## config.mk

```make
export PLATFORM = sky130hd
export DESIGN_NAME = tga_rle_pixel_decoder
export DESIGN_NICKNAME = d
export VERILOG_FILES = /design/src/design/tgarle_pkg.sv /design/src/design/tgarle_front.sv /design/src/design/tgarle_queue.sv /design/src/design/tgarle_back.sv /design/src/design/tga_rle_pixel_decoder.sv
export SDC_FILE = /design/constraint.sdc
export NUM_CORES = 1
export LEC_CHECK = 0
export BUFFER_PORTS_ARGS = -buffer_cell sky130_fd_sc_hd__buf_2
export CORE_UTILIZATION = 45
export CTS_CLUSTER_DIAMETER = 60
export DETAILED_ROUTE_END_ITERATION = 8
export GPL_TIMING_DRIVEN = 0
export SYNTH_ARGS = -nofsm -noshare
export SYNTH_HDL_FRONTEND = slang
export SYNTH_SLANG_ARGS = --single-unit
export TNS_END_PERCENT = 100
```

## constraint.sdc

```tcl
create_clock -name clk -period 15.1 [get_ports clk]
set_input_delay 2.265 -clock clk [delete_from_list [all_inputs] [get_ports clk]]
set_output_delay 2.265 -clock clk [all_outputs]
set_load 0.01 [all_outputs]
```

## src/design/tgarle_pkg.sv

```systemverilog
// ---------------------------------------------------------------------------
// TGA run-length decoder package
// Shared types and constants for the run-length pixel decoder.
// ---------------------------------------------------------------------------
`default_nettype none

package tgarle_pkg;

  localparam int unsigned BYTE_W        = 8;
  localparam int unsigned PIXEL_W       = 32;
  localparam int unsigned COUNT_W       = 8;
  localparam int unsigned DIM_W         = 16;
  localparam int unsigned TOTAL_W       = 2 * DIM_W;
  localparam int unsigned PB_W          = 3;
  localparam int unsigned CFG_IDX_W     = 2;
  localparam int unsigned CFG_DATA_W    = DIM_W;

  localparam logic [BYTE_W-1:0]  REPEAT_FLAG_BYTE = 8'd128;
  localparam logic [BYTE_W-1:0]  REPEAT_BIAS      = 8'd127;
  localparam logic [PB_W-1:0]    PB_MAX           = 3'd4;
  localparam logic [PB_W-1:0]    PB_RESET         = 3'd4;
  localparam logic [DIM_W-1:0]   DIM_RESET        = 16'd1;

  localparam logic [CFG_IDX_W-1:0] CFG_PIXEL_BYTES  = 2'd0;
  localparam logic [CFG_IDX_W-1:0] CFG_IMAGE_WIDTH  = 2'd1;
  localparam logic [CFG_IDX_W-1:0] CFG_IMAGE_HEIGHT = 2'd2;

  localparam int unsigned QUEUE_DEPTH = 2;

  typedef enum logic {
    PH_HEADER,
    PH_PIXEL
  } phase_t;

  typedef struct packed {
    logic [PIXEL_W-1:0] value;
    logic [COUNT_W-1:0] count;
    logic               end_pkt;
  } pix_tok_t;

endpackage

`default_nettype wire

```

## src/design/tgarle_front.sv

```systemverilog
// ---------------------------------------------------------------------------
// TGA run-length decoder front end
// Parses packet headers and gathers pixel bytes into pixel requests.
// ---------------------------------------------------------------------------
`default_nettype none

module tgarle_front (
  input  wire logic                        clk,
  input  wire logic                        rst_n,
  input  wire logic [tgarle_pkg::PB_W-1:0] pixel_bytes,
  input  wire logic                        byte_valid,
  input  wire logic [7:0]                  byte_data,
  output logic                             byte_stall,
  output logic                             tok_push,
  output tgarle_pkg::pix_tok_t             tok_data,
  input  wire logic                        tok_full
);
  import tgarle_pkg::*;

  phase_t              phase_r, phase_nxt;
  logic                repeat_r, repeat_nxt;
  logic [COUNT_W-1:0]  left_r, left_nxt;
  logic [1:0]          idx_r, idx_nxt;
  logic [PIXEL_W-1:0]  gather_r, gather_nxt;

  logic                accept;
  logic [PB_W-1:0]     eff_pb;
  logic [1:0]          last_idx;
  logic                last_byte;
  logic [PIXEL_W-1:0]  merged;
  logic                pkt_end;

  assign byte_stall = tok_full;
  assign accept     = byte_valid && !tok_full;

  always_comb begin
    if (pixel_bytes == '0) begin
      eff_pb = 3'd1;
    end else if (pixel_bytes > PB_MAX) begin
      eff_pb = PB_MAX;
    end else begin
      eff_pb = pixel_bytes;
    end
  end

  assign last_idx  = 2'(eff_pb - 3'd1);
  assign last_byte = (idx_r >= last_idx);
  assign merged    = gather_r | ({{(PIXEL_W-BYTE_W){1'b0}}, byte_data} << {idx_r, 3'b000});
  assign pkt_end   = repeat_r || (left_r == 8'd1);

  always_comb begin
    phase_nxt = phase_r;
    unique case (phase_r)
      PH_HEADER: begin
        if (accept) phase_nxt = PH_PIXEL;
      end
      PH_PIXEL: begin
        if (accept && last_byte && pkt_end) phase_nxt = PH_HEADER;
      end
      default: phase_nxt = PH_HEADER;
    endcase
  end

  always_comb begin
    repeat_nxt = repeat_r;
    left_nxt   = left_r;
    idx_nxt    = idx_r;
    gather_nxt = gather_r;
    tok_push   = 1'b0;
    unique case (phase_r)
      PH_HEADER: begin
        if (accept) begin
          if (byte_data < REPEAT_FLAG_BYTE) begin
            repeat_nxt = 1'b0;
            left_nxt   = byte_data + 8'd1;
          end else begin
            repeat_nxt = 1'b1;
            left_nxt   = byte_data - REPEAT_BIAS;
          end
          idx_nxt    = 2'd0;
          gather_nxt = '0;
        end
      end
      PH_PIXEL: begin
        if (accept) begin
          if (last_byte) begin
            tok_push   = 1'b1;
            idx_nxt    = 2'd0;
            gather_nxt = '0;
            left_nxt   = repeat_r ? 8'd0 : left_r - 8'd1;
          end else begin
            idx_nxt    = idx_r + 2'd1;
            gather_nxt = merged;
          end
        end
      end
      default: tok_push = 1'b0;
    endcase
  end

  assign tok_data.value   = merged;
  assign tok_data.count   = repeat_r ? left_r : 8'd1;
  assign tok_data.end_pkt = pkt_end;

  always_ff @(posedge clk) begin
    if (!rst_n) begin
      phase_r  <= PH_HEADER;
      repeat_r <= 1'b0;
      left_r   <= '0;
      idx_r    <= '0;
      gather_r <= '0;
    end else begin
      phase_r  <= phase_nxt;
      repeat_r <= repeat_nxt;
      left_r   <= left_nxt;
      idx_r    <= idx_nxt;
      gather_r <= gather_nxt;
    end
  end

endmodule

`default_nettype wire

```

## src/design/tgarle_queue.sv

```systemverilog
// ---------------------------------------------------------------------------
// TGA run-length decoder pixel queue
// Small FIFO of pixel requests between the front end and the back end.
// ---------------------------------------------------------------------------
`default_nettype none

module tgarle_queue (
  input  wire logic                 clk,
  input  wire logic                 rst_n,
  input  wire logic                 push,
  input  wire tgarle_pkg::pix_tok_t push_data,
  output logic                      full,
  input  wire logic                 pop,
  output tgarle_pkg::pix_tok_t      pop_data,
  output logic                      not_empty
);
  import tgarle_pkg::*;

  localparam int unsigned PTR_W = (QUEUE_DEPTH > 1) ? $clog2(QUEUE_DEPTH) : 1;
  localparam int unsigned CNT_W = $clog2(QUEUE_DEPTH + 1);

  pix_tok_t            mem [QUEUE_DEPTH];
  logic [PTR_W-1:0]    wr_ptr_r, wr_ptr_nxt;
  logic [PTR_W-1:0]    rd_ptr_r, rd_ptr_nxt;
  logic [CNT_W-1:0]    cnt_r, cnt_nxt;
  logic                do_push, do_pop;

  assign full      = (cnt_r == CNT_W'(QUEUE_DEPTH));
  assign not_empty = (cnt_r != '0);
  assign do_push   = push && !full;
  assign do_pop    = pop && not_empty;
  assign pop_data  = mem[rd_ptr_r];

  always_comb begin
    wr_ptr_nxt = wr_ptr_r;
    rd_ptr_nxt = rd_ptr_r;
    cnt_nxt    = cnt_r;
    if (do_push) begin
      wr_ptr_nxt = (wr_ptr_r == PTR_W'(QUEUE_DEPTH - 1)) ? '0 : wr_ptr_r + PTR_W'(1);
    end
    if (do_pop) begin
      rd_ptr_nxt = (rd_ptr_r == PTR_W'(QUEUE_DEPTH - 1)) ? '0 : rd_ptr_r + PTR_W'(1);
    end
    if (do_push && !do_pop) begin
      cnt_nxt = cnt_r + CNT_W'(1);
    end else if (do_pop && !do_push) begin
      cnt_nxt = cnt_r - CNT_W'(1);
    end
  end

  always_ff @(posedge clk) begin
    if (do_push) begin
      mem[wr_ptr_r] <= push_data;
    end
  end

  always_ff @(posedge clk) begin
    if (!rst_n) begin
      wr_ptr_r <= '0;
      rd_ptr_r <= '0;
      cnt_r    <= '0;
    end else begin
      wr_ptr_r <= wr_ptr_nxt;
      rd_ptr_r <= rd_ptr_nxt;
      cnt_r    <= cnt_nxt;
    end
  end

endmodule

`default_nettype wire

```

## src/design/tgarle_back.sv

```systemverilog
// ---------------------------------------------------------------------------
// TGA run-length decoder back end
// Counts pixels against the image size and issues results.
// ---------------------------------------------------------------------------
`default_nettype none

module tgarle_back (
  input  wire logic                         clk,
  input  wire logic                         rst_n,
  input  wire logic [tgarle_pkg::DIM_W-1:0] image_width,
  input  wire logic [tgarle_pkg::DIM_W-1:0] image_height,
  input  wire logic                         tok_valid,
  input  wire tgarle_pkg::pix_tok_t         tok_data,
  output logic                              tok_pop,
  output logic                              res_valid,
  input  wire logic                         res_stall,
  output logic [tgarle_pkg::PIXEL_W-1:0]    res_pixel_value,
  output logic [tgarle_pkg::COUNT_W-1:0]    res_repeat_count,
  output logic                              res_last_of_image,
  output logic                              res_status
);
  import tgarle_pkg::*;

  logic [TOTAL_W-1:0]  total_r;
  logic [TOTAL_W-1:0]  decoded_r, decoded_nxt;
  logic                halted_r, halted_nxt;
  logic                valid_r, valid_nxt;
  logic [PIXEL_W-1:0]  value_r;
  logic [COUNT_W-1:0]  count_r, count_nxt;
  logic                last_r, last_nxt;
  logic                status_r, status_nxt;

  logic [TOTAL_W:0]    diff;
  logic [TOTAL_W-1:0]  remaining;
  logic                overflow;
  logic                exact;
  logic                take;

  assign diff      = {1'b0, total_r} - {1'b0, decoded_r};
  assign remaining = diff[TOTAL_W] ? '0 : diff[TOTAL_W-1:0];
  assign overflow  = (remaining[TOTAL_W-1:COUNT_W] == '0) &&
                     (tok_data.count > remaining[COUNT_W-1:0]);
  assign exact     = (remaining == {{(TOTAL_W-COUNT_W){1'b0}}, tok_data.count});

  assign tok_pop = tok_valid && (halted_r || !valid_r || !res_stall);
  assign take    = tok_pop && !halted_r;

  always_comb begin
    decoded_nxt = decoded_r;
    halted_nxt  = halted_r;
    valid_nxt   = valid_r && res_stall;
    count_nxt   = count_r;
    last_nxt    = last_r;
    status_nxt  = status_r;
    if (take) begin
      valid_nxt = 1'b1;
      if (overflow) begin
        count_nxt  = remaining[COUNT_W-1:0];
        status_nxt = 1'b1;
        last_nxt   = 1'b0;
        halted_nxt = 1'b1;
      end else begin
        count_nxt  = tok_data.count;
        status_nxt = 1'b0;
        last_nxt   = tok_data.end_pkt && exact;
        if (tok_data.end_pkt && exact) begin
          decoded_nxt = '0;
        end else begin
          decoded_nxt = decoded_r + {{(TOTAL_W-COUNT_W){1'b0}}, tok_data.count};
        end
      end
    end
  end

  always_ff @(posedge clk) begin
    total_r <= TOTAL_W'(image_width) * TOTAL_W'(image_height);
    if (take) begin
      value_r <= tok_data.value;
    end
    count_r  <= count_nxt;
    last_r   <= last_nxt;
    status_r <= status_nxt;
  end

  always_ff @(posedge clk) begin
    if (!rst_n) begin
      decoded_r <= '0;
      halted_r  <= 1'b0;
      valid_r   <= 1'b0;
    end else begin
      decoded_r <= decoded_nxt;
      halted_r  <= halted_nxt;
      valid_r   <= valid_nxt;
    end
  end

  assign res_valid         = valid_r;
  assign res_pixel_value   = value_r;
  assign res_repeat_count  = count_r;
  assign res_last_of_image = last_r;
  assign res_status        = status_r;

endmodule

`default_nettype wire

```

## src/design/tga_rle_pixel_decoder.sv

```systemverilog
// ---------------------------------------------------------------------------
// TGA run-length pixel decoder
// Decodes a run-length pixel stream one byte at a time into pixel results.
// ---------------------------------------------------------------------------
//  Channel  Direction  Handshake            Payload
//  in_      input      in_valid / in_stall  in_stream_byte
//  out_     output     out_valid/out_stall  pixel_value, repeat_count,
//                                           last_of_image, status
//  cfg_     input      cfg_we               cfg_index, cfg_data
//
//  One stream byte is taken per cycle while in_stall is low; the byte that
//  completes a pixel passes from the front end through the pixel queue
//  into the output register, which drives the result.
//  Reset is synchronous and active low; it clears the parse state, the
//  pixel count and the halt flag and loads the register defaults.
//  A stalled output fills the two-entry queue, which then stalls the input.
// ---------------------------------------------------------------------------
`default_nettype none

module tga_rle_pixel_decoder (
  input  wire logic                              clk,
  input  wire logic                              rst_n,
  input  wire logic                              cfg_we,
  input  wire logic [tgarle_pkg::CFG_IDX_W-1:0]  cfg_index,
  input  wire logic [tgarle_pkg::CFG_DATA_W-1:0] cfg_data,
  input  wire logic                              in_valid,
  output logic                                   in_stall,
  input  wire logic [7:0]                        in_stream_byte,
  output logic                                   out_valid,
  input  wire logic                              out_stall,
  output logic [31:0]                            out_pixel_value,
  output logic [7:0]                             out_repeat_count,
  output logic                                   out_last_of_image,
  output logic                                   out_status
);
  import tgarle_pkg::*;

  logic [PB_W-1:0]   pixel_bytes_r;
  logic [DIM_W-1:0]  image_width_r;
  logic [DIM_W-1:0]  image_height_r;

  logic              tok_push;
  pix_tok_t          tok_in;
  logic              tok_full;
  logic              tok_pop;
  pix_tok_t          tok_out;
  logic              tok_valid;

  always_ff @(posedge clk) begin
    if (!rst_n) begin
      pixel_bytes_r  <= PB_RESET;
      image_width_r  <= DIM_RESET;
      image_height_r <= DIM_RESET;
    end else if (cfg_we) begin
      unique case (cfg_index)
        CFG_PIXEL_BYTES:  pixel_bytes_r  <= cfg_data[PB_W-1:0];
        CFG_IMAGE_WIDTH:  image_width_r  <= cfg_data;
        CFG_IMAGE_HEIGHT: image_height_r <= cfg_data;
        default: ;
      endcase
    end
  end

  tgarle_front u_front (
    .clk         (clk),
    .rst_n       (rst_n),
    .pixel_bytes (pixel_bytes_r),
    .byte_valid  (in_valid),
    .byte_data   (in_stream_byte),
    .byte_stall  (in_stall),
    .tok_push    (tok_push),
    .tok_data    (tok_in),
    .tok_full    (tok_full)
  );

  tgarle_queue u_queue (
    .clk       (clk),
    .rst_n     (rst_n),
    .push      (tok_push),
    .push_data (tok_in),
    .full      (tok_full),
    .pop       (tok_pop),
    .pop_data  (tok_out),
    .not_empty (tok_valid)
  );

  tgarle_back u_back (
    .clk               (clk),
    .rst_n             (rst_n),
    .image_width       (image_width_r),
    .image_height      (image_height_r),
    .tok_valid         (tok_valid),
    .tok_data          (tok_out),
    .tok_pop           (tok_pop),
    .res_valid         (out_valid),
    .res_stall         (out_stall),
    .res_pixel_value   (out_pixel_value),
    .res_repeat_count  (out_repeat_count),
    .res_last_of_image (out_last_of_image),
    .res_status        (out_status)
  );

endmodule

`default_nettype wire
```

==> summary.txt <==
Run status
  – Status: finished, final reports clean

Global routing
  – Vias in the first global route: 15700
  – Total Routing Usage GR: 0.227
  – Initial antenna violation count: 1
  – Grt ovf: 0
  – First-pass GRT wire length: 83800 microns
  – Pin count of the biggest net entering global routing: 28

STA
  – Final hold violation count: 0
  – Period utilization: 0.528
  – Setup-failing EPs final: 0
  – RSZ-0062 raised after global routing: no
  – Worst-margin pin slew: just under 1000 ps
  – Max Freq: 125 MHz
  – Slew Viols, Final: 0
  – Fin Clk Skew: 13.0 ps
  – Fin crit period: about 8000 ps
  – Hold slack: 471 ps
  – Setup TNS: 0 ps
  – Relative slew slack: 0.322

Die
  – Die area: 47100 sq um
  – I/O pin count: 75
  – Core Area: 45500 sq um
  – Die Height: 217 microns
  – Width of the chip: about 220 microns
  – # rows: 78
  – Initial Utilization: 0.457

Clocking
  – Clock tree buffer depth: 3
  – Setup Buffers After CTS: 0
  – Clock root buffer: clkbuf_16
  – CTS sink cnt: 274
  – CTS tree: yes
  – # H-tree levels: 2
  – Worst-path clk slew: 50 ps
  – Num CTS Buffers: 34
  – Hold Buf Count CTS: 0
  – CTS resizes: 0
  – Worst-Skew Late Latency: 540 ps

Placed design
  – Post-DP HPWL: 40700 microns
  – Placer Congestion: approximately 0.88
  – Post-DP Area: 22000 sq um
  – # port buffers: 70

Critical path
  – Critical R2R Launch: image_width_r[10]
  – WP data required: approximately 16000 ps
  – Reg2Reg Depth: 23
  – R2R Path End: u_back.total_r[31]
  – Critical path cell sequence: clkbuf_1 -> nand2_1 -> fa_1 -> fa_1 -> fa_1 -> fa_1 -> inv_1 -> fa_1 -> inv_1 -> fa_1 -> inv_1 -> ha_1 -> and4_1 -> o221ai_1 -> a311oi_1 -> o41ai_1 -> a21boi_0 -> o21ai_0 -> o21ai_0 -> a31oi_1 -> o21ai_0 -> a21oi_1 -> xnor2_1
  – Most frequent cell on the critical path: fa_1
  – Worst path top cell family by delay: adder cells
  – CP peak stage delay: 630 ps
  – R2R Setup Slk: between 7000 and 8000 ps
  – Bufs and invs on worst path: 4
  – CP max-delay cell: a311oi_1
  – Crit Path Max Fanout: 10
  – Crit start category: flop
  – CP Capture Type: flop
  – CP Class: reg2reg
  – Worst EP arrival: 8370 ps

Hold path
  – Worst hold path type: reg2reg
  – Hold Path End: u_front.gather_r[24]
  – Hold Startpoint: u_front.gather_r[24]
  – Hold depth: 2

Yosys
  – Flops & latches, synth: 274
  – Post-synth net total: 2555
  – Asr flop ratio synth: 0
  – Gate Count Post-Synth: 2170
  – Post-synth EDFFs: 124
  – Synth cell count leaders: inv_1, nand2_1, fa_1
  – Top-area cell type share of the netlist area: 0.189
  – Register area share after synthesis: 0.323
  – Synth area leader: fa_1
  – Syn Area/Cell: 9.59 sq um
  – Top-count cell post-synth: inv_1
  – Ys Warns: 0
  – Synth Cell Area: 20800 sq um
  – Ys flop type: dfxtp_1
  – Netlist cell types: 71
  – Leading post-synthesis cells by cell area: fa_1, edfxtp_1, dfxtp_1

Power and ir drop
  – LEAKAGE: ~0.010 uW
  – Cell Pwr Density: ~110 nW/um^2
  – Peak supply drop: just over 80 uV

Route
  – 1st-iter DRT viols: 1162
  – Post-route ant nets: 0
  – Via-per-instance ratio: 5.35
  – Final wirelength: 51900 microns
  – Drt wl/cell: 17.9 microns
  – First-pass iteration count of the detailed router: 6
  – DRC errors left: 0
  – Routed vias: 15600

Finish
  – Final net count: 2668
  – FF/Latch Area: 6730 sq um
  – Footprint of the multi-input gates: 12600 sq um
  – Synthesis-to-layout area growth: 11.3%
  – Share of cells above drive strength 1: 0.0845
  – Fill count: 4299
  – Fin area: 23100 sq um

Flow run
  – Max-Cap Viols: 0
==> sequential cells by signal, indices dropped and copies added (netlist names), 2 cells and up, named ones only <==
name                     count
u_queue.mem                 82
u_front.gather_r            32
image_height_r              16
u_back.res_pixel_value      32
u_front.idx_r                2
u_back.total_r              32
u_front.left_r               8
u_queue.cnt_r                2
image_width_r               16
pixel_bytes_r                3
u_back.decoded_r            32
u_back.res_repeat_count      8
==> cell families after synthesis <==
logic type	Yosys count	share of synthesized area
buf+inv	381	0.0705
simple gates	665	0.154
compound gates	387	0.117
flops	274	0.323
mux	48	0.0254
xor+xnor	61	0.0257
fa+ha+maj	354	0.284
==> per-stage QoR <==
stage / worst slack (ps) / cells / power, uW / utilization
final: 7130 / 2908 / 2620 / 0.509
after global routing: 6740 / 2907 / 2770 / 0.509
after CTS: 7240 / 2907 / 2650 / 0.509
after detailed placement: 7280 / 2847 / 1840 / 0.485
after global placement: 6730 / 2840 / 1810 / 0.482
after floorplan: 8680 / 2170 / 1550 / -
==> worst register-to-register path, cell delays in order, from the launching register on <==
cell and delay, ps:
dfxtp_1 520, clkbuf_1 560, nand2_1 170, fa_1 540
fa_1 580, fa_1 450, fa_1 540, inv_1 50
fa_1 470, inv_1 50, fa_1 480, inv_1 40
ha_1 330, and4_1 270, o221ai_1 210, a311oi_1 630
o41ai_1 200, a21boi_0 260, o21ai_0 170, o21ai_0 330
a31oi_1 230, o21ai_0 300, a21oi_1 120, xnor2_1 350
==> how the worst max path moves through the flow <==
| stage | cells past startpoint | slack, ps | from | endpoint |
|---|---|---|---|---|
| 2_1_floorplan | 24 | 8680 | image_height_r[1] | u_back.total_r[28] |
| 3_3_place_gp | 5 | 6730 | in_valid | u_queue.mem[0][28] |
| 3_5_place_dp | 23 | 7280 | image_width_r[10] | u_back.total_r[31] |
| 4_1_cts | 23 | 7240 | image_width_r[10] | u_back.total_r[31] |
| 5_1_grt | 23 | 6740 | image_width_r[10] | u_back.total_r[31] |
| 6_report | 23 | 7130 | image_width_r[10] | u_back.total_r[31] |
==> power by group <==
group          total [uW]  internal (uW)  switching [uW]
clock                 793            467             326
combinational         897            352             545
sequential            930            888            42.4
==> per-layer routing <==
layer,vias to the layer above,share of wire,global-route usage
met3,72,0.056,0.0363
met4,0,0.025,0.0676
met5,-,0,0
met2,410,0.45,0.355
met1,7650,0.47,0.323
li1,7433,-,-
==> layout make-up <==
class                      instances  area share
multi-input combinational       1515       0.545
sequential                       274       0.291
inverter                         291      0.0472
clock buffer                      46      0.0409
tap                              600      0.0324
timing repair buffer              77      0.0205
buffer                            90      0.0162
clock inverter                    14     0.00681
antenna                            1    0.000108
==> layout by cell type (no fill, tap or decap), drive strengths merged, types with 33 or more instances in the layout <==
cell    instances
inv           296
nand2         277
fa            196
ha            158
dfxtp         150
and2          139
a21oi         137
clkbuf        125
edfxtp        124
nor2           99
o21ai          89
buf            88
a21o           53
mux2           39
xnor2          37
nand3          33
Note: power is estimated with default switching activity, not from simulation.
